==> src/hdl/box_blur_3x3_edge_aware_macros.svh <==
// Assertion macros for the box blur RTL, used by the back part.
// Needs clk and rst_n in scope where a macro is used.
`ifndef BOX_BLUR_3X3_EDGE_AWARE_MACROS_SVH
`define BOX_BLUR_3X3_EDGE_AWARE_MACROS_SVH

// The consequent must hold in the same cycle as the antecedent.
`define BB3_ASSERT_NOW(lbl, ante, cons, msg) \
    lbl: assert property (@(posedge clk) disable iff (!rst_n) (ante) |-> (cons)) \
        else $error(msg);

// The consequent must hold in the cycle after the antecedent.
`define BB3_ASSERT_NEXT(lbl, ante, cons, msg) \
    lbl: assert property (@(posedge clk) disable iff (!rst_n) (ante) |=> (cons)) \
        else $error(msg);

`endif

==> src/hdl/bb3_pkg.sv <==
// Package for the 3x3 box blur: types, constants and the reciprocal table.
// Used by every module of the block but bb3_ram; depends on nothing.
package bb3_pkg;

    localparam int DEF_MAX_WIDTH  = 1024;
    localparam int DEF_MAX_HEIGHT = 1024;
    localparam int CFG_W          = 11;
    localparam logic [CFG_W-1:0] SIZE_RESET = 11'd1024;
    localparam int PIX_W          = 24;
    localparam int QDEPTH         = 4;
    localparam int QPTR_W         = 2;
    localparam int SUM_W          = 12;
    localparam int CNT_W          = 4;
    localparam int NUM_W          = 13;
    localparam int RECIP_W        = 18;
    localparam int RECIP_SHIFT    = 18;

    typedef enum logic [0:0] {
        CFG_IMAGE_WIDTH  = 1'b0,
        CFG_IMAGE_HEIGHT = 1'b1
    } bb3_cfg_t;

    typedef enum logic [1:0] {
        ST_IDLE,
        ST_READ,
        ST_SUM,
        ST_DIV
    } bb3_state_t;

    // Head of the queue between the front and back parts.
    typedef struct packed {
        logic             valid;
        logic [PIX_W-1:0] pix;
    } bb3_qhead_t;

    // Ceiling of 2^18 / (2 * count); exact division for numerators below 2^13.
    function automatic logic [RECIP_W-1:0] recip(input logic [CNT_W-1:0] cnt);
        logic [RECIP_W-1:0] r;
        unique case (cnt)
            4'd2:    r = 18'd65536;
            4'd3:    r = 18'd43691;
            4'd4:    r = 18'd32768;
            4'd6:    r = 18'd21846;
            4'd9:    r = 18'd14564;
            default: r = 18'd131072;
        endcase
        return r;
    endfunction

endpackage

==> src/hdl/bb3_front.sv <==
// Front part: accepts items, turns drain ticks into zero pixels and queues them.
// Depends on bb3_pkg.
module bb3_front
    import bb3_pkg::*;
(
    input  logic             clk,
    input  logic             rst_n,
    input  logic             in_valid,
    output logic             in_stall,
    input  logic             kind,
    input  logic [7:0]       in_red,
    input  logic [7:0]       in_green,
    input  logic [7:0]       in_blue,
    output bb3_qhead_t       head,
    input  logic             pop
);

    logic [PIX_W-1:0]    q_reg [QDEPTH];
    logic [QPTR_W-1:0]   wr_ptr_reg, wr_ptr_next;
    logic [QPTR_W-1:0]   rd_ptr_reg, rd_ptr_next;
    logic [QPTR_W:0]     count_reg, count_next;
    logic                push;
    logic [PIX_W-1:0]    pix;

    // A drain tick carries a black pixel.
    assign pix      = kind ? '0 : {in_red, in_green, in_blue};
    assign in_stall = (count_reg == (QPTR_W+1)'(QDEPTH));
    assign push     = in_valid && !in_stall;

    assign head.valid = (count_reg != '0);
    assign head.pix   = q_reg[rd_ptr_reg];

    // Pointer and fill count update.
    always_comb
    begin
        wr_ptr_next = push ? wr_ptr_reg + 1'b1 : wr_ptr_reg;
        rd_ptr_next = pop ? rd_ptr_reg + 1'b1 : rd_ptr_reg;
        count_next  = count_reg + (QPTR_W+1)'(push) - (QPTR_W+1)'(pop);
    end

    always_ff @(posedge clk or negedge rst_n)
    begin
        if (!rst_n)
        begin
            wr_ptr_reg <= '0;
            rd_ptr_reg <= '0;
            count_reg  <= '0;
        end
        else
        begin
            wr_ptr_reg <= wr_ptr_next;
            rd_ptr_reg <= rd_ptr_next;
            count_reg  <= count_next;
        end
    end

    // Queue storage.
    always_ff @(posedge clk)
    begin
        if (push)
        begin
            q_reg[wr_ptr_reg] <= pix;
        end
    end

endmodule

==> config.mk <==
export PLATFORM = sky130hd
export DESIGN_NAME = bb3_front
export DESIGN_NICKNAME = d
export VERILOG_FILES = /design/src/hdl/box_blur_3x3_edge_aware_macros.svh /design/src/hdl/bb3_pkg.sv /design/src/hdl/bb3_front.sv
export SDC_FILE = /design/constraint.sdc
export NUM_CORES = 1
export LEC_CHECK = 0
export BUFFER_PORTS_ARGS = -buffer_cell sky130_fd_sc_hd__buf_2
export CAP_MARGIN = 40
export CORE_ASPECT_RATIO = 2
export CORE_MARGIN = 2
export CORE_UTILIZATION = 35
export CTS_CLUSTER_DIAMETER = 40
export CTS_CLUSTER_SIZE = 25
export DETAILED_ROUTE_END_ITERATION = 12
export PLACE_DENSITY = 0.62
export SLEW_MARGIN = 15
export SYNTH_ARGS = -nofsm -noshare
export SYNTH_HDL_FRONTEND = slang
export SYNTH_SLANG_ARGS = --single-unit
export TNS_END_PERCENT = 100
==> constraint.sdc <==
create_clock -name clk -period 5.25 [get_ports clk]
set_clock_uncertainty 0.05 [all_clocks]
set_input_delay 0.2625 -clock clk [delete_from_list [all_inputs] [get_ports clk]]
set_output_delay 0.2625 -clock clk [all_outputs]
set_load 0.02 [all_outputs]
* Word level (Yosys, flattened, before mapping) *
Memory sizes are Yosys's and may differ from the RTL's.
Index checks and enable logic that the tools add are counted.

word-level totals
  bits in read-only memories = 0
  register bits after elaboration = 7
  logic and storage cells = 15
  memories kept = 1
  output and inout port bits = 26
  bits of input ports = 29
  memory bits (writable) = 96
  bits in latches = 0

cells by class
  bitwise operators = 0
  reduce and logical (&&, ||, !) cells = 3
  shift-type cells = 0
  $mul = 0
  $lt $le $gt $ge = 0
  equality and inequality tests = 1
  mux-type cells = 3
  divide/modulo/power cells = 0
  $add $sub $neg = 4

memories
  memory  depth  width  rd ports  clocked after memory_dff  wr ports  line             source
  q_reg   4      24     1         0                         1         bb3_front.sv:18  logic [PIX_W-1:0] q_reg [QDEPTH];

operator list
  operator               count
  $mux W24               1
  $add A2 B1 Y2 const B  2
  $add A3 B1 Y3          1
  $eq A3 B3 Y1 const B   1
  $reduce_bool A3 Y1     1
  $sub A3 B1 Y3          1
  $mux W1                2
  $logic_and A1 B1 Y1    1
  $logic_not A1 Y1       1

* Depth between registers and ports, before layout *
Gate-level depths: netlist of run 1.

  depth after elaboration = 5
  gate-level depth with buffers = 7
  mapped depth without buffers = 7

* Worst setup path before layout of run 1 *
OpenSTA, ideal clock, no wires.

  kind = register to register
  start point = register count_reg[2]
  end point = memory q_reg[0][0], enable pin
  clock period less this slack = 2,986 ps
  slack = 2,264 ps
  data required time = 4,760 ps
  buffers on the path = 0
  stages on the path, launching flop included = 3
  arrival time = 2,496 ps
  setup time = 440 ps
  cells stage by stage = dfrtp_1 nor3b_2 nor3b_1

on the way
  word-level cells in the longest chain between the ends = 5

RTL lines
  element                        line             source
  from (decl)                    bb3_front.sv:21  logic [QPTR_W:0] count_reg, count_next;
  from (signal assigned)         bb3_front.sv:53  count_reg <= count_next;
  $eq A3 B3 Y1                   bb3_front.sv:27  assign in_stall = (count_reg == (QPTR_W+1)'(QDEPTH));
  net in_stall                   bb3_front.sv:9   output logic in_stall,
  $logic_not A1 Y1               bb3_front.sv:28  assign push = in_valid && !in_stall;
  $logic_and A1 B1 Y1            bb3_front.sv:28
  $mux W1                        bb3_front.sv:60  if (push)
  $mux W1 (implied by the code)  bb3_front.sv:62  q_reg[wr_ptr_reg] <= pix;
  to (decl)                      bb3_front.sv:18

The timed path passes the listed nets, and every way through them passes these cells.

==> results of run 1 <==
worst paths after layout:
check | startpoint | end | slack [ns] | cells after the start
hold reg to reg | wr_ptr_reg[1] | wr_ptr_reg[1] | 0.57 | 2
hold / removal | pop | rd_ptr_reg[0] | 0.14 | 2
setup reg to reg | count_reg[1] | count_reg[1] | 3.14 | 6
setup / recovery | rd_ptr_reg[1] | head[18] | 3.03 | 3
min in group asynchronous | rst_n | count_reg[2] | 0.23 | 2
max in group asynchronous | rst_n | rd_ptr_reg[0] | 4.73 | 2
cell usage after synthesis:
library cell	instances
inv_1	5
buf_2	3
fa_1	1
mux4_2	18
nand4bb_1	3
buf_12	2
or3_1	1
nor3b_1	4
nor2b_1	24
buf_6	1
dfrtp_1	7
ha_1	5
clkbuf_1	2
xnor2_1	3
nor3b_2	1
xor2_1	1
mux4_1	6
o211ai_1	3
nand2b_1	5
edfxtp_1	96
nand2_1	3
per-stage QoR:
step	utilization	instances	power (W)	cell area (sq um)	setup WS (ns)
after floorplan	-	194	0.00183	4130	2.26
after global placement	0.393	390	0.00206	4570	3.14
after detailed placement	0.394	391	0.00210	4590	3.13
after CTS	0.419	408	0.00270	4870	2.97
after global routing	0.419	408	0.00280	4870	2.92
final	0.419	408	0.00266	4870	3.03
power breakdown:
group	internal [W]	switching, W
logic	0.000382	0.000482
registers	0.00109	0.0000943
clock network	0.000324	0.000284
total	0.00180	0.000861
cells by family (layout without fill, tap and decap cells):
group / Yosys count / after routing / share of synthesized area
flip-flops: 103 / 103 / 0.741
multiplexers: 24 / 24 / 0.136
AO/OA/AOI/OAI: 3 / 3 / 0.00545
buffers and inverters: 13 / 82 / 0.0224
XOR/XNOR: 4 / 4 / 0.00849
adder cells (fa/ha/maj): 6 / 6 / 0.0200
AND/OR/NAND/NOR: 41 / 41 / 0.0667
layer usage:
metal / up-vias / part of all wire / GRT usage
li1: 900 / - / -
met1: 1037 / 0.37 / 0.127
met2: 40 / 0.57 / 0.224
met3: 9 / 0.040 / 0.0308
met4: 0 / 0.021 / 0.0678
met5: - / 0 / 0
layout make-up:
| cell class | count | share of cell area |
|---|---|---|
| Timing Repair Buffer | 61 | 0.0694 |
| Clock buffer | 10 | 0.0470 |
| Tap cell | 145 | 0.0373 |
| Sequential cell | 103 | 0.628 |
| Clock inverter | 6 | 0.00900 |
| Multi-Input combinational cell | 78 | 0.205 |
| Inverter | 5 | 0.00386 |
==> flow_summary.toml, run 1 <==
[status]
status = "completed"

[cells_and_area]
num-fill-cells = 1070
layout_commonest_cell = "edfxtp_1"
multiInputGateArea_sq_um = 998
nNetsFinal = 293
largest_reg_flops = 96
antennaDiodeCount = 0
drive_gt1_frac = 0.376
layout_common_cells = "edfxtp_1, buf_2, nor2b_1, mux4_2, clkbuf_16"
seq_area_sq_um = 3060
syn_to_final_growth_pct = 17.9

[global_routing]
grt_overflow = 0
grt_pass1_vias = 2109
globalRouteTotalUtil = 0.124
grt_pass1_wl_um = 11200
antenna_found_initial = 0
grt_max_degree = 25

[worst_hold_path]
min_path_type = "input port to flip-flop"

[place]
hpwl_um = 4770
port_buffers = 54
routabilityCongestion = 0.719

[drt]
vias = 1986
drc = 0
drt-pass1-iter-count = 4
vias_per_cell = 4.87
wirelength_um = 7350
initialDrtViolationCount = 76
antenna_left = 0
wl_per_cell_um = 18.0

[synth]
syn_inst = 194
synth_area_leaders = "edfxtp_1, mux4_2, dfrtp_1"
ys_ff_latch = 103
ys_seq_area_frac = 0.741
yosysUniqueCellTypes = 21
ys_warn_count = 0
synth.largest_area_cell = "edfxtp_1"
synth_area_per_cell_sq_um = 21.3
syn-num-nets = 229
synth_top_area_share = 0.698
synth_area_sq_um = 4130

[critical_path]
crit_slowest_cell = "dfrtp_1"
max_stage_delay_ns = 0.68
arrival_ns = 1.90
crit_required_ns = 4.94
cp_cell_sequence = "buf_4, mux4_2, buf_2"
worstSetupPathType = "flip-flop to output pin"
end_kind = "output pin"
path_max_fanout = 14
critPathLaunchType = "flip-flop"
cpLargestDelayFamily = "flip-flops"
worst-path-buf-inv = 2

[timing]
min_period_over_period = 0.422
fin_setup_tns_ns = 0
fin_crit_ns = 2.22
hold_ws_ns = 0.135
drv_slew = 0
tightestPinTransition_ns = 0.623
fmax_mhz = 451
hold_viol = 0
max_slew_margin = 0.583
setup_violations = 0
rsz0062_at_grt = "false"

[floorplanning]
core_sq_um = 11600
rows = 56
ios = 55
fp.dieH_um = 158
die-area_sq_um = 12700
initial_utilization = 0.355
fp.dieW_um = 80.8

[cts]
cts_inserted_buffers = 9
cts_resized = 0
post_cts_buffers = 0
clock_latency_ns = 0.34
clock-root-buffer = "clkbuf_16"
hold_buffers = 1
clock-sinks = 103
cts_buffer_depth = 2
cts_tree = "yes"
htreeDepth = 3
cts.clk_slew.worst_paths_ns = 0.06

[flow_run]
maxCapViolations = 0

[power_and_ir_drop]
peakVddDrop_v = 0.000227
powerDensity_nw_per_um2 = 546
cellLeakagePower_nw = 1.73
Power figures use the tool's default switching activity.
==> run 2, diff against run 1 <==
--- a/config.mk
+++ b/config.mk
@@ -13,7 +13,7 @@
 export CTS_CLUSTER_DIAMETER = 40
 export CTS_CLUSTER_SIZE = 25
 export DETAILED_ROUTE_END_ITERATION = 12
-export PLACE_DENSITY = 0.62
+export PLACE_DENSITY = 0.64
 export SLEW_MARGIN = 15
 export SYNTH_ARGS = -nofsm -noshare
 export SYNTH_HDL_FRONTEND = slang
==> constraint.sdc (replaced) <==
create_clock -name clk -period 1.9 [get_ports clk]
set_clock_uncertainty 0.05 [all_clocks]
set_input_delay 0.095 -clock clk [delete_from_list [all_inputs] [get_ports clk]]
set_output_delay 0.095 -clock clk [all_outputs]
set_load 0.02 [all_outputs]
==> flow_summary.toml, run 2 (synthesis results as in run 1) <==
[cells_and_area]
utilization = 0.443
nNetsFinal = 302
drive_gt1_frac = 0.419
syn_to_final_growth_pct = 24.8
largest_reg_flops = 96
antennaDiodeCount = 0
num-fill-cells = 1049
layout_common_cells = "edfxtp_1, buf_2, nor2b_1, mux4_2, clkbuf_16"
layout_commonest_cell = "edfxtp_1"

[drt]
vias_per_cell = 4.81
antenna_left = 0
drt-pass1-iter-count = 4
vias = 2007
wirelength_um = 7470
drc = 0
wl_per_cell_um = 17.9
initialDrtViolationCount = 133

[floorplanning]
core_sq_um = 11600
ios = 55
fp.dieW_um = 80.8
rows = 56
die-area_sq_um = 12700
fp.dieH_um = 158
initial_utilization = 0.355

[timing]
fin_setup_tns_ns = 0
tightestPinTransition_ns = 0.549
fmax_mhz = 547
drv_slew = 0
rsz0062_at_grt = "false"
setup_violations = 0
max_slew_margin = 0.634
hold_ws_ns = 0.0348
hold_viol = 0
fin_crit_ns = 1.83
min_period_over_period = 0.962

[critical_path]
end_kind = "output pin"
path_max_fanout = 8
crit_required_ns = 1.75
critPathLaunchType = "flip-flop"
arrival_ns = 1.68
crit_slowest_cell = "mux4_1"
rrSetupSlack_ns = 0.10
worstSetupPathType = "flip-flop to output pin"
max_stage_delay_ns = 0.57
cp_cell_sequence = "buf_12, mux4_1, buf_2"

[cts]
clock_latency_ns = 0.33
cts_tree = "yes"
clock-root-buffer = "clkbuf_16"
clock-sinks = 103
htreeDepth = 3
cts_inserted_buffers = 9
cts.clk_slew.worst_paths_ns = 0.07
cts_buffer_depth = 2

[worst_hold_path]
min_path_type = "input port to flip-flop"

[place]
port_buffers = 54
routabilityCongestion = 0.751
hpwl_um = 4820

[flow_run]
maxCapViolations = 0

[global_routing]
antenna_found_initial = 0
grt_pass1_vias = 2148
grt_max_degree = 25
grt_pass1_wl_um = 11300
grt_overflow = 0
globalRouteTotalUtil = 0.126

[status]
status = "completed"

[power_and_ir_drop]
peakVddDrop_v = 0.000808
powerDensity_nw_per_um2 = 1600
cellLeakagePower_nw = 1.84
run 2: per-stage QoR:
stage | total power [W] | setup slack, ns | cell area [sq um] | instances
floorplan | 0.00509 | -0.197 | 4160 | 194
global placement | 0.00598 | 0.123 | 4720 | 395
detailed placement | 0.00604 | 0.0377 | 4720 | 395
CTS | 0.00829 | 0.00717 | 5120 | 415
global route | 0.00861 | 0.00990 | 5150 | 417
finish | 0.00823 | 0.0723 | 5150 | 417
run 2: path summary, 6_finish.rpt:
path / from / cells after the start / to
min in group asynchronous: rst_n / 2 / count_reg[1]
max: rd_ptr_reg[0] / 3 / head[23]
max reg2reg: count_reg[1] / 7 / count_reg[2]
min reg2reg: rd_ptr_reg[1] / 1 / rd_ptr_reg[1]
max in group asynchronous: rst_n / 2 / count_reg[0]
min: in_valid / 3 / wr_ptr_reg[1]
run 2: final cells by class:
class	count	area, sq um	share of cell area
clock buffer	9	225	0.0437
clock inverter	7	141	0.0274
inverter	5	18.8	0.00364
multi-input combinational	78	1040	0.202
sequential	103	3060	0.595
tap	145	181	0.0352
timing repair buffer	70	483	0.0938
run 2: timing repair:
action / CTS / global route
pin swaps: 0 / 3
buffers inserted: 2 / 2
endpoints found under the hold margin: 8 / 0
cloned: 0 / 0
gates resized for setup: 0 / 6
hold buffers: 2 / 0
endpoints found under the setup margin: 18 / 2
run 2: power by group:
part	switching (W)	leakage [nW]	internal, W
logic	0.00149	0.686	0.00132
clock network	0.000771	0.178	0.00142
registers	0.000199	0.976	0.00302
run 2: critical path: cells and delay by family, from the launching register on:
kind	cells	cell delay [ns]
mux	1	0.57
flops	1	0.43
buf+inv	2	0.33
run 2: metal layers:
layer	routed length [um]	vias up	share of wire	GRT usage
li1	-	923	-	-
met1	2860	1043	0.38	0.136
met2	4220	33	0.57	0.226
met3	225	8	0.030	0.0239
met4	159	0	0.021	0.0678
met5	0	-	0	0
